File: src/design/lcdn_pkg.sv
`timescale 1ns / 1ps

package lcdn_pkg;

    localparam int WAIT_W   = 20;
    localparam int COLS_W   = 6;
    localparam int CFG_IDX_W = 2;
    localparam int STEP_W   = 4;

    // request codes
    typedef enum logic [2:0] {
        CMD_INIT       = 3'd0,
        CMD_WRITE_CMD  = 3'd1,
        CMD_WRITE_DATA = 3'd2,
        CMD_SET_CURSOR = 3'd3,
        CMD_CLEAR      = 3'd4
    } lcdn_cmd_t;

    // configuration register indexes
    localparam logic [CFG_IDX_W-1:0] CFG_POWER_UP_WAIT = 2'd0;
    localparam logic [CFG_IDX_W-1:0] CFG_COMMAND_WAIT  = 2'd1;
    localparam logic [CFG_IDX_W-1:0] CFG_DATA_WAIT     = 2'd2;
    localparam logic [CFG_IDX_W-1:0] CFG_COLUMNS       = 2'd3;

    localparam logic [WAIT_W-1:0] POWER_UP_WAIT_RST = 20'd100000;
    localparam logic [WAIT_W-1:0] COMMAND_WAIT_RST  = 20'd5000;
    localparam logic [WAIT_W-1:0] DATA_WAIT_RST     = 20'd50;
    localparam logic [COLS_W-1:0] COLUMNS_RST       = 6'd20;

    localparam logic [7:0] SET_DDRAM_ADDR = 8'h80;
    localparam logic [7:0] CLEAR_DISPLAY  = 8'h01;
    localparam logic [3:0] NIBBLE_WAKE    = 4'h3;
    localparam logic [3:0] NIBBLE_4BIT    = 4'h2;

    // init sequence step numbers
    localparam logic [STEP_W-1:0] STEP_POWER_UP  = 4'd0;
    localparam logic [STEP_W-1:0] STEP_4BIT      = 4'd4;
    localparam logic [STEP_W-1:0] STEP_INIT_BYTE = 4'd5;
    localparam logic [STEP_W-1:0] STEP_INIT_LAST = 4'd14;

    // one queued job for the back end
    typedef struct packed {
        logic       is_init;
        logic       rs;
        logic [7:0] byte_val;
    } lcdn_desc_t;

    typedef struct packed {
        logic empty;
        logic full;
    } lcdn_qstat_t;

    function automatic logic [7:0] row_base(input logic [1:0] r);
        logic [7:0] b;
        case (r)
            2'd0:    b = 8'h00;
            2'd1:    b = 8'h40;
            2'd2:    b = 8'h14;
            default: b = 8'h54;
        endcase
        return b;
    endfunction

    function automatic logic [7:0] init_cmd(input logic [2:0] idx);
        logic [7:0] c;
        case (idx)
            3'd0:    c = 8'h28;
            3'd1:    c = 8'h08;
            3'd2:    c = 8'h01;
            3'd3:    c = 8'h06;
            default: c = 8'h0C;
        endcase
        return c;
    endfunction

endpackage

File: src/design/char_lcd_nibble_interface.sv
`timescale 1ns / 1ps

// Character LCD controller for the 4-bit bus. Each request beat (init, write
// command byte, write data byte, set cursor, clear) expands into bus events,
// one output beat per event: register select, the nibble on the data lines,
// whether enable is pulsed, and the wait in microseconds to hold off before
// the next event, with last marking the final event of a request. Init gives
// fifteen beats, every other request two; a set cursor with column at or past
// display_columns and unknown codes give none. Output beats leave at one per
// cycle while out_ready is high, so a request occupies the back-end
// sequencer only while its beats leave, and consecutive requests follow with
// no gap. The front end classifies a request in the cycle it is taken and
// drops it into a QUEUE_DEPTH-entry queue, so in_ready stays high until that
// queue fills, even while the output register waits on out_ready. Requests
// pass the queue, then the output register. Configuration is written through
// cfg_write / cfg_index / cfg_data and must only change while idle.
module char_lcd_nibble_interface #(
    parameter int QUEUE_DEPTH = 4
) (
    input  logic                          clk,
    input  logic                          rst_n,
    // configuration writes
    input  logic                          cfg_write,
    input  logic [lcdn_pkg::CFG_IDX_W-1:0] cfg_index,
    input  logic [lcdn_pkg::WAIT_W-1:0]   cfg_data,
    // request channel
    input  logic                          in_valid,
    output logic                          in_ready,
    input  logic [2:0]                    command,
    input  logic [7:0]                    byte_value,
    input  logic [7:0]                    column,
    input  logic [1:0]                    row,
    // bus event channel
    output logic                          out_valid,
    input  logic                          out_ready,
    output logic                          register_select,
    output logic [3:0]                    bus_nibble,
    output logic                          strobe_res,
    output logic [lcdn_pkg::WAIT_W-1:0]   wait_after_us,
    output logic                          last
);
    import lcdn_pkg::*;

    // configuration registers
    logic [WAIT_W-1:0] power_up_wait_reg;
    logic [WAIT_W-1:0] command_wait_reg;
    logic [WAIT_W-1:0] data_wait_reg;
    logic [COLS_W-1:0] columns_reg;

    lcdn_desc_t  push_desc, head_desc;
    lcdn_qstat_t q_stat;
    logic        push, pop;

    always_ff @(posedge clk or negedge rst_n)
    begin
        if (!rst_n)
        begin
            power_up_wait_reg <= POWER_UP_WAIT_RST;
            command_wait_reg  <= COMMAND_WAIT_RST;
            data_wait_reg     <= DATA_WAIT_RST;
            columns_reg       <= COLUMNS_RST;
        end
        else if (cfg_write)
        begin
            case (cfg_index)
                CFG_POWER_UP_WAIT: power_up_wait_reg <= cfg_data;
                CFG_COMMAND_WAIT:  command_wait_reg  <= cfg_data;
                CFG_DATA_WAIT:     data_wait_reg     <= cfg_data;
                CFG_COLUMNS:       columns_reg       <= cfg_data[COLS_W-1:0];
                default:           ;
            endcase
        end
    end

    // front end: take a request, resolve its byte and kind
    lcdn_front u_front (
        .in_valid        (in_valid),
        .in_ready        (in_ready),
        .command         (command),
        .byte_value      (byte_value),
        .column          (column),
        .row             (row),
        .display_columns (columns_reg),
        .q_stat          (q_stat),
        .push            (push),
        .desc            (push_desc)
    );

    // decoupling queue between classification and sequencing
    lcdn_queue #(
        .DEPTH (QUEUE_DEPTH)
    ) u_queue (
        .clk       (clk),
        .rst_n     (rst_n),
        .push      (push),
        .push_desc (push_desc),
        .pop       (pop),
        .head_desc (head_desc),
        .q_stat    (q_stat)
    );

    // back end: step through the bus events of each job
    lcdn_back u_back (
        .clk             (clk),
        .rst_n           (rst_n),
        .head_desc       (head_desc),
        .q_stat          (q_stat),
        .pop             (pop),
        .power_up_wait   (power_up_wait_reg),
        .command_wait    (command_wait_reg),
        .data_wait       (data_wait_reg),
        .out_valid       (out_valid),
        .out_ready       (out_ready),
        .register_select (register_select),
        .bus_nibble      (bus_nibble),
        .strobe_res      (strobe_res),
        .wait_after_us   (wait_after_us),
        .last            (last)
    );

    // queue can never look empty and full at once
    a_queue_flags: assert property (@(posedge clk) disable iff (!rst_n)
        !(q_stat.empty && q_stat.full))
        else $error("queue flags inconsistent");

    // only the power-up event comes without an enable pulse
    a_wait_only_event: assert property (@(posedge clk) disable iff (!rst_n)
        out_valid && !strobe_res |-> !register_select && bus_nibble == 4'h0 && !last)
        else $error("bad wait-only event");

    // a data-register beat waits either zero or the data wait
    a_data_wait: assert property (@(posedge clk) disable iff (!rst_n)
        out_valid && register_select |-> wait_after_us == '0 || wait_after_us == data_wait_reg)
        else $error("data beat with wrong wait");

endmodule

File: src/design/lcdn_front.sv
`timescale 1ns / 1ps

module lcdn_front (
    input  logic                       in_valid,
    output logic                       in_ready,
    input  logic [2:0]                 command,
    input  logic [7:0]                 byte_value,
    input  logic [7:0]                 column,
    input  logic [1:0]                 row,
    input  logic [lcdn_pkg::COLS_W-1:0] display_columns,
    input  lcdn_pkg::lcdn_qstat_t      q_stat,
    output logic                       push,
    output lcdn_pkg::lcdn_desc_t       desc
);
    import lcdn_pkg::*;

    logic has_events;

    always_comb
    begin
        has_events    = 1'b1;
        desc.is_init  = 1'b0;
        desc.rs       = 1'b0;
        desc.byte_val = byte_value;
        case (lcdn_cmd_t'(command))
            CMD_INIT:
            begin
                desc.is_init = 1'b1;
            end
            CMD_WRITE_CMD:
            begin
                desc.rs = 1'b0;
            end
            CMD_WRITE_DATA:
            begin
                desc.rs = 1'b1;
            end
            CMD_SET_CURSOR:
            begin
                // address wraps modulo 256
                desc.byte_val = SET_DDRAM_ADDR + row_base(row) + column;
                has_events    = (column < {2'b00, display_columns});
            end
            CMD_CLEAR:
            begin
                desc.byte_val = CLEAR_DISPLAY;
            end
            default:
            begin
                has_events = 1'b0;
            end
        endcase
    end

    // requests without events are taken and dropped
    assign in_ready = !q_stat.full;
    assign push     = in_valid && in_ready && has_events;

endmodule

File: src/design/lcdn_queue.sv
`timescale 1ns / 1ps

module lcdn_queue #(
    parameter int DEPTH = 4
) (
    input  logic                  clk,
    input  logic                  rst_n,
    input  logic                  push,
    input  lcdn_pkg::lcdn_desc_t  push_desc,
    input  logic                  pop,
    output lcdn_pkg::lcdn_desc_t  head_desc,
    output lcdn_pkg::lcdn_qstat_t q_stat
);
    import lcdn_pkg::*;

    localparam int PTR_W = (DEPTH > 1) ? $clog2(DEPTH) : 1;
    localparam int CNT_W = $clog2(DEPTH + 1);
    localparam logic [PTR_W-1:0] LAST_PTR = PTR_W'(DEPTH - 1);
    localparam logic [CNT_W-1:0] FULL_CNT = CNT_W'(DEPTH);

    lcdn_desc_t       entry_reg [DEPTH];
    logic [PTR_W-1:0] wr_ptr_reg, wr_ptr_next;
    logic [PTR_W-1:0] rd_ptr_reg, rd_ptr_next;
    logic [CNT_W-1:0] count_reg, count_next;
    logic             do_push, do_pop;

    assign q_stat.empty = (count_reg == '0);
    assign q_stat.full  = (count_reg == FULL_CNT);
    assign do_push      = push && !q_stat.full;
    assign do_pop       = pop && !q_stat.empty;
    assign head_desc    = entry_reg[rd_ptr_reg];

    always_comb
    begin
        wr_ptr_next = wr_ptr_reg;
        rd_ptr_next = rd_ptr_reg;
        count_next  = count_reg;
        if (do_push)
        begin
            wr_ptr_next = (wr_ptr_reg == LAST_PTR) ? '0 : wr_ptr_reg + 1'b1;
        end
        if (do_pop)
        begin
            rd_ptr_next = (rd_ptr_reg == LAST_PTR) ? '0 : rd_ptr_reg + 1'b1;
        end
        if (do_push && !do_pop)
        begin
            count_next = count_reg + 1'b1;
        end
        else if (do_pop && !do_push)
        begin
            count_next = count_reg - 1'b1;
        end
    end

    always_ff @(posedge clk or negedge rst_n)
    begin
        if (!rst_n)
        begin
            wr_ptr_reg <= '0;
            rd_ptr_reg <= '0;
            count_reg  <= '0;
        end
        else
        begin
            wr_ptr_reg <= wr_ptr_next;
            rd_ptr_reg <= rd_ptr_next;
            count_reg  <= count_next;
        end
    end

    always_ff @(posedge clk)
    begin
        if (do_push)
        begin
            entry_reg[wr_ptr_reg] <= push_desc;
        end
    end

endmodule

File: src/design/lcdn_back.sv
`timescale 1ns / 1ps

module lcdn_back (
    input  logic                        clk,
    input  logic                        rst_n,
    input  lcdn_pkg::lcdn_desc_t        head_desc,
    input  lcdn_pkg::lcdn_qstat_t       q_stat,
    output logic                        pop,
    input  logic [lcdn_pkg::WAIT_W-1:0] power_up_wait,
    input  logic [lcdn_pkg::WAIT_W-1:0] command_wait,
    input  logic [lcdn_pkg::WAIT_W-1:0] data_wait,
    output logic                        out_valid,
    input  logic                        out_ready,
    output logic                        register_select,
    output logic [3:0]                  bus_nibble,
    output logic                        strobe_res,
    output logic [lcdn_pkg::WAIT_W-1:0] wait_after_us,
    output logic                        last
);
    import lcdn_pkg::*;

    logic                busy_reg;
    logic [STEP_W-1:0]   step_reg;
    lcdn_desc_t          desc_reg;
    logic                out_valid_reg;
    logic                rs_reg, strobe_reg, last_reg;
    logic [3:0]          nibble_reg;
    logic [WAIT_W-1:0]   wait_reg;

    logic                advance, emit;
    lcdn_desc_t          cur;
    logic [STEP_W-1:0]   cur_step;
    logic [STEP_W-1:0]   k;
    logic [7:0]          cur_byte;
    logic [WAIT_W-1:0]   byte_wait;
    logic                ev_rs, ev_strobe, ev_last;
    logic [3:0]          ev_nibble;
    logic [WAIT_W-1:0]   ev_wait;

    assign advance  = !out_valid_reg || out_ready;
    assign pop      = advance && !busy_reg && !q_stat.empty;
    assign emit     = advance && (busy_reg || !q_stat.empty);
    assign cur      = busy_reg ? desc_reg : head_desc;
    assign cur_step = busy_reg ? step_reg : '0;
    assign k        = cur_step - STEP_INIT_BYTE;

    always_comb
    begin
        ev_rs     = 1'b0;
        ev_strobe = 1'b1;
        ev_nibble = '0;
        ev_wait   = '0;
        ev_last   = 1'b0;
        cur_byte  = cur.byte_val;
        byte_wait = cur.rs ? data_wait : command_wait;
        if (cur.is_init)
        begin
            cur_byte  = init_cmd(k[3:1]);
            byte_wait = command_wait;
            if (cur_step == STEP_POWER_UP)
            begin
                ev_strobe = 1'b0;
                ev_wait   = power_up_wait;
            end
            else if (cur_step < STEP_4BIT)
            begin
                ev_nibble = NIBBLE_WAKE;
                ev_wait   = command_wait;
            end
            else if (cur_step == STEP_4BIT)
            begin
                ev_nibble = NIBBLE_4BIT;
                ev_wait   = command_wait;
            end
            else
            begin
                // even offset: high nibble, odd offset: low nibble with wait
                ev_nibble = k[0] ? cur_byte[3:0] : cur_byte[7:4];
                ev_wait   = k[0] ? byte_wait : '0;
                ev_last   = (cur_step == STEP_INIT_LAST);
            end
        end
        else
        begin
            ev_rs     = cur.rs;
            ev_nibble = cur_step[0] ? cur_byte[3:0] : cur_byte[7:4];
            ev_wait   = cur_step[0] ? byte_wait : '0;
            ev_last   = cur_step[0];
        end
    end

    always_ff @(posedge clk or negedge rst_n)
    begin
        if (!rst_n)
        begin
            busy_reg      <= 1'b0;
            step_reg      <= '0;
            out_valid_reg <= 1'b0;
        end
        else if (advance)
        begin
            out_valid_reg <= emit;
            if (emit)
            begin
                busy_reg <= !ev_last;
                step_reg <= cur_step + 1'b1;
            end
        end
    end

    always_ff @(posedge clk)
    begin
        if (pop)
        begin
            desc_reg <= head_desc;
        end
        if (emit)
        begin
            rs_reg     <= ev_rs;
            nibble_reg <= ev_nibble;
            strobe_reg <= ev_strobe;
            wait_reg   <= ev_wait;
            last_reg   <= ev_last;
        end
    end

    assign out_valid       = out_valid_reg;
    assign register_select = rs_reg;
    assign bus_nibble      = nibble_reg;
    assign strobe_res      = strobe_reg;
    assign wait_after_us   = wait_reg;
    assign last            = last_reg;

endmodule

File: config.mk
export PLATFORM = sky130hd
export DESIGN_NAME = char_lcd_nibble_interface
export DESIGN_NICKNAME = d
export VERILOG_FILES = /design/src/design/lcdn_pkg.sv /design/src/design/char_lcd_nibble_interface.sv /design/src/design/lcdn_front.sv /design/src/design/lcdn_queue.sv /design/src/design/lcdn_back.sv
export SDC_FILE = /design/constraint.sdc
export NUM_CORES = 1
export LEC_CHECK = 0
export ABC_AREA = 0
export BUFFER_PORTS_ARGS = -buffer_cell sky130_fd_sc_hd__buf_2
export CORE_ASPECT_RATIO = 1.5
export CORE_MARGIN = 2
export CORE_UTILIZATION = 30
export CTS_CLUSTER_DIAMETER = 50
export DETAILED_ROUTE_END_ITERATION = 6
export GPL_ROUTABILITY_DRIVEN = 0
export GPL_TIMING_DRIVEN = 1
export SLEW_MARGIN = 15
export SYNTH_ARGS = -nofsm -noshare
export SYNTH_HDL_FRONTEND = slang
export SYNTH_HIERARCHICAL = 1
export SYNTH_SLANG_ARGS = --single-unit
File: constraint.sdc
create_clock -name clk -period 2.7 [get_ports clk]
set_input_delay 0.135 -clock clk [delete_from_list [all_inputs] [get_ports clk]]
set_output_delay 0.135 -clock clk [all_outputs]
set_load 0.02 [all_outputs]
---- Word-level counts from Yosys, hierarchy flattened ----
Memories as Yosys holds them, arrays and structs flattened.
Cells that the tools add are included.
operators by class
  order comparisons ....................... 2
  multiplexer cells ....................... 33
  $add $sub $neg .......................... 8
  equality and inequality tests ........... 17
  reductions and logical operators ........ 31
operator list
  operator                                                         number
  20-bit 2-to-1 mux                                                7
  4-bit 2-to-1 mux                                                 7
  6-bit case mux with 4 select lines                               1
  7-bit case mux with 3 select lines                               1
  8-bit case mux with 2 select lines                               1
  3-bit by 2-bit == test with 1-bit output, second input constant  4
  2-bit == test, second input constant                             5
  10-bit 2-to-1 mux                                                1
  2-bit AND reduction                                              5
  1-bit logical AND                                                9
  3-bit logical NOT                                                3
  1-bit 2-to-1 mux                                                 9
  8-bit adder                                                      1
  8-bit adder, first input constant                                1
  8-bit by 6-bit < comparator with 1-bit output                    1
  8-bit 2-to-1 mux                                                 1
  1-bit logical NOT                                                7
  3-bit by 1-bit == test with 1-bit output, second input constant  2
  3-bit == test, second input constant                             2
  3-bit 2-to-1 mux                                                 2
  2-bit by 1-bit adder with 2-bit output, second input constant    2
  4-bit by 1-bit adder with 4-bit output, second input constant    1
  2-bit by 1-bit == test with 1-bit output, second input constant  2
  4-bit by 3-bit == test with 1-bit output, second input constant  1
  12 further kinds                                                 15
word-level totals
  output and inout port bits .............. 29
  memories ................................ 1
  register bits after elaboration ......... 116
  bits in writable memories ............... 40
  word-level logic and storage cells ...... 110
memories
  memory             depth  width  rd ports  clocked after memory_dff  write ports  line              RTL
  u_queue.entry_reg  4      10     1         0                         1            lcdn_queue.sv:21  lcdn_desc_t entry_reg [DEPTH];

---- Logic depth before layout (Yosys ltp) ----
  depth after elaboration ................. 9
  depth in mapped cells ................... 13
  mapped depth without buffers ............ 13

---- By module ----
Netlist, hierarchy kept.
by module, submodules not included
  module                     cells an instance  times used  seq. area each (µm²)  area each (µm²)
  char_lcd_nibble_interface  142                1           1671.6                2657.5
  lcdn_back                  179                1           1261.2                2220.9
  lcdn_queue                 89                 1           1376.3                1895.6
  lcdn_front                 75                 1           0.0                   505.5

---- Worst setup path before layout ----
No wires, ideal clock.
  kind .................................... reg2reg
  start ................................... register u_back.busy_reg
  end ..................................... register u_queue.count_reg[1]
  path slack .............................. -250 ps
  data required time ...................... 2572 ps
  clock period less this slack ............ 2950 ps
  cell stages (with the launch flop) ...... 9
  path buffers ............................ 2
  arrival time ............................ 2823 ps
  cell sequence ........................... dfrtp_1 > buf_2 > buf_2 > nor3_1 > o31ai_2 > ha_1 > inv_1 > fa_1 > mux2_1
between the ends
  cells in the longest elaborated chain, start to end .. 7
ends and longest elaborated chain
  what                             line                             RTL
  start, declared                  lcdn_back.sv:22                  logic busy_reg;
  start signal, assigned           lcdn_back.sv:105                 busy_reg <= !ev_last;
  1-bit logical NOT                lcdn_back.sv:41                  assign pop = advance && !busy_reg && !q_stat.empty;
  1-bit logical AND (2 in series)  lcdn_back.sv:41
  named net pop                    char_lcd_nibble_interface.sv:52  logic push, pop;
  1-bit logical AND                lcdn_queue.sv:30                 assign do_pop = pop && !q_stat.empty;
  1-bit logical NOT                lcdn_queue.sv:46                 if (do_push && !do_pop)
  1-bit logical AND                lcdn_queue.sv:46
  3-bit 2-to-1 mux                 lcdn_queue.sv:46
  named net u_queue.count_next[1]  lcdn_queue.sv:24                 logic [CNT_W-1:0] count_reg, count_next;
  end signal, assigned             lcdn_queue.sv:68                 count_reg <= count_next;
  end, declared                    lcdn_queue.sv:24
The timed path passes the listed nets, and every way through them passes these cells.
A chain may end at the register's enable or synchronous reset.

---- Worst setup path after layout ----
  start ................................... register columns_reg[2]
  end ..................................... register u_queue.count_reg[2]
between the ends
  cells in the longest elaborated chain, start to end .. 7
ends and longest elaborated chain
  what                                             line                             RTL
  start, declared                                  char_lcd_nibble_interface.sv:48  logic [COLS_W-1:0] columns_reg;
  start signal, assigned                           char_lcd_nibble_interface.sv:69  CFG_COLUMNS: columns_reg <= cfg_data[COLS_W-1:0];
  8-bit by 6-bit < comparator with 1-bit output *  lcdn_front.sv:42                 has_events = (column < {2'b00, display_columns});
  1-bit case mux with 2 select lines *             lcdn_front.sv:25                 case (lcdn_cmd_t'(command))
  1-bit logical AND *                              lcdn_front.sv:57                 assign push = in_valid && in_ready && has_events;
  named net push                                   char_lcd_nibble_interface.sv:52
  1-bit logical AND *                              lcdn_queue.sv:29                 assign do_push = push && !q_stat.full;
  named net u_queue.do_push                        lcdn_queue.sv:25                 logic do_push, do_pop;
  1-bit logical NOT                                lcdn_queue.sv:50                 else if (do_pop && !do_push)
  1-bit logical AND                                lcdn_queue.sv:50
  2-bit nonzero test (no line)                     --
The timed path passes the listed nets; every way through them passes the cells marked *.

==> metrics.txt <==
DR vias 4363; Die Y 195 um; Starting DRT DRC Count 272; H-Tree Depth 4; count leader, synth edfxtp_1; fillers 2253; Yosys top cell area share 0.318; Pleak 3.70 nW; starting density of the core 0.307; status complete, but fails checks; Max FO, Critical Path 2; Die X 131 um; # setup viols final 2; Post-synth top cells edfxtp_1 (77), dfrtp_1 (63), mux2_4 (42), and2_1 (27), mux2_2 (27); EDFF count, synth 77; CP Launch Point columns_reg[2]; actual slew at the worst max-slew pin 1.02 ns; area leader, netlist edfxtp_1; grt met1 use 0.145; Synth area leaders edfxtp_1 (32%), dfrtp_1 (22%), mux2_4 (8.7%); io pins 77; GRT Overall Usage 0.129; Die Area 25600 um^2; max reg flops 40; P_sw 2.71 mW; Warnings, synthesis 6; pwr dens 981 nW/um^2; f_max 0.354 GHz; nets 663; Clock Sinks 156; Avg Cell Area, Syn 15.0 um^2; Final Hold Viols 0; clock root buffer clkbuf_16; Placed Area 8150 um^2; crit path DAT 3.16 ns; reg-to-reg slack, setup -0.12 ns; Antenna Violating Nets Remaining 0; reg2reg path depth 13; # diodes 0; DP Wirelength 11.1 mm; final core occ 0.376; Cells after Synth 485; CP Launch Type flip-flop; net switching fraction of the power 0.309; Gate power share 0.315; total gr overflow 0; Seq pwr share 0.409; CP Class reg -> reg; clock latency on the worst-skew pair 0.41 ns; Slew HR 0.317; post-synthesis cell type count 61; GRT met3 Usage 0.0290; post-route cell area 8930 um^2; crit path capture u_queue/count_reg[2]; Vias/cell 4.70; placed insts 879; Worst-path clk slew 0.06 ns; min setup slack post-route -0.125 ns; total negative slack -0.230 ns; Overall Power 8.76 mW; Worst R2R End u_queue/count_reg[2]; initial antenna violation count 0; Power Internal 6.05 mW; first-pass GRT wire length 25.8 mm; quantity of gates resized following cts 0; Clock Skew 0.00954 ns; layout cells sized above 1 0.399; CTS max path bufs 2; IO Port Bufs 76; number of synthesized register bits 156; met2 Usage GRT 0.232; post-route clock period utilization 1.05; Pins Over Slew Limit 0; Mapped Nets 552; max_cap viols 0; VDD IR-drop max 0.524 mV; number of CTS-inserted buffers 17; Main synth FF type edfxtp_1; required time worst endpoint 3.03 ns; DR DRC count 0; largest net degree at the start of global routing 80; Pre-antenna DRT Iters 6; Most Crowded Layer GR met2; failing checks negative setup slack; worst reg2reg path startpoint columns_reg[2]; Cell Area, Synth 7280 um^2; final critical-path required period 2.82 ns; vias in the first global route 4849; HP Class in -> reg; unrepaired setup endpoints after global routing yes; Detailed Route WL 15.7 mm; CTS tree built; Core ar. 23700 um^2; CP endpoint kind flip-flop; Clk pwr share 0.276; P&R area growth vs syn 22.7%; average wire per standard cell 16.9 um; Post-synth ARST share 0.506; # rows 69; sequential area share after synthesis 0.592; Non-Filler Instances 928
==> per-layer routing <==
layer / up-vias / wire length [um]
met5: - / 0
met4: 0 / 467
met3: 27 / 575
met2: 98 / 8270
met1: 2203 / 6340
li1: 2035 / -
==> cell families (layout without fill, tap and decap cells) <==
logic type | Yosys count | count (layout) | synth area share
adder cells (fa/ha/maj) | 19 | 19 | 0.0337
buffers and inverters | 39 | 163 | 0.0309
XOR/XNOR | 8 | 8 | 0.00962
multiplexers | 87 | 87 | 0.171
flip-flops | 156 | 156 | 0.592
AND/OR/NAND/NOR | 104 | 104 | 0.0798
AO/OA/AOI/OAI | 72 | 72 | 0.0832
==> worst min-delay path by stage <==
stage	from	to	slack [ns]	cells past startpoint
final	cfg_data[1]	command_wait_reg[1]	0.02	2
after floorplan	rst_n	columns_reg[0]	-0.16	0
after CTS	cfg_data[3]	data_wait_reg[3]	0.005	2
after detailed placement	rst_n	u_back/step_reg[3]	0.39	1
after global routing	cfg_data[3]	data_wait_reg[3]	0.01	2
after global placement	rst_n	u_back/step_reg[3]	0.35	1
==> power by group through the flow <==
stage | clock network, mW | logic, mW | registers [mW]
final | 2.42 | 2.76 | 3.58
after floorplan | 0 | 1.78 | 3.77
after CTS | 2.48 | 2.82 | 3.59
after global routing | 2.59 | 3.04 | 3.65
after detailed placement | 0 | 2.79 | 3.63
after global placement | 0 | 2.71 | 3.60
==> timing repair <==
action | CTS | global route
hold endpoints to repair | 105 | 0
hold buffers | 15 | 0
pin swaps | 5 | 3
setup endpoints to repair | 2 | 22
setup buffers | 1 | 0
==> placed cells by master (no fill, tap or decap), types with 10 or more instances in the layout <==
| cell | n |
|---|---|
| a221o_1 | 21 |
| and2_1 | 27 |
| buf_2 | 75 |
| buf_4 | 22 |
| clkbuf_16 | 17 |
| dfrtp_1 | 63 |
| dfstp_2 | 16 |
| dlygate4sd3_1 | 15 |
| edfxtp_1 | 77 |
| ha_1 | 16 |
| inv_1 | 12 |
| mux2_2 | 27 |
| mux2_4 | 42 |
| mux4_2 | 10 |
| nand2_1 | 18 |
| nor2_1 | 21 |
==> per-stage QoR <==
step	setup slack [ns]	hold WS, ns
after global routing	-0.280	0.0144
after floorplan	-0.0803	-0.161
after detailed placement	-0.156	0.394
final	-0.125	0.0187
after global placement	-0.106	0.354
after CTS	-0.142	0.00461
==> critical path, stage by stage, from the launching register on <==
cell      delay (ns)
dfstp_2         0.53
inv_2           0.05
ha_4            0.23
a211o_1         0.25
a31oi_1         0.14
o21ai_1         0.09
a221oi_2        0.27
nor2b_4         0.21
ha_2            0.20
inv_2           0.04
fa_2            0.32
xor2_1          0.14
nor2_1          0.13
xor2_1          0.15
==> layout make-up <==
type / instances / area (um^2) / area share
clock buffers: 21 / 460 / 0.0515
clock inverters: 11 / 141 / 0.0158
inverters: 15 / 56.3 / 0.00630
multi-input cells: 290 / 2790 / 0.312
flip-flops and latches: 156 / 4310 / 0.482
well taps: 319 / 399 / 0.0447
repair buffers: 116 / 778 / 0.0871
Note: power is estimated with default switching activity, not from simulation.
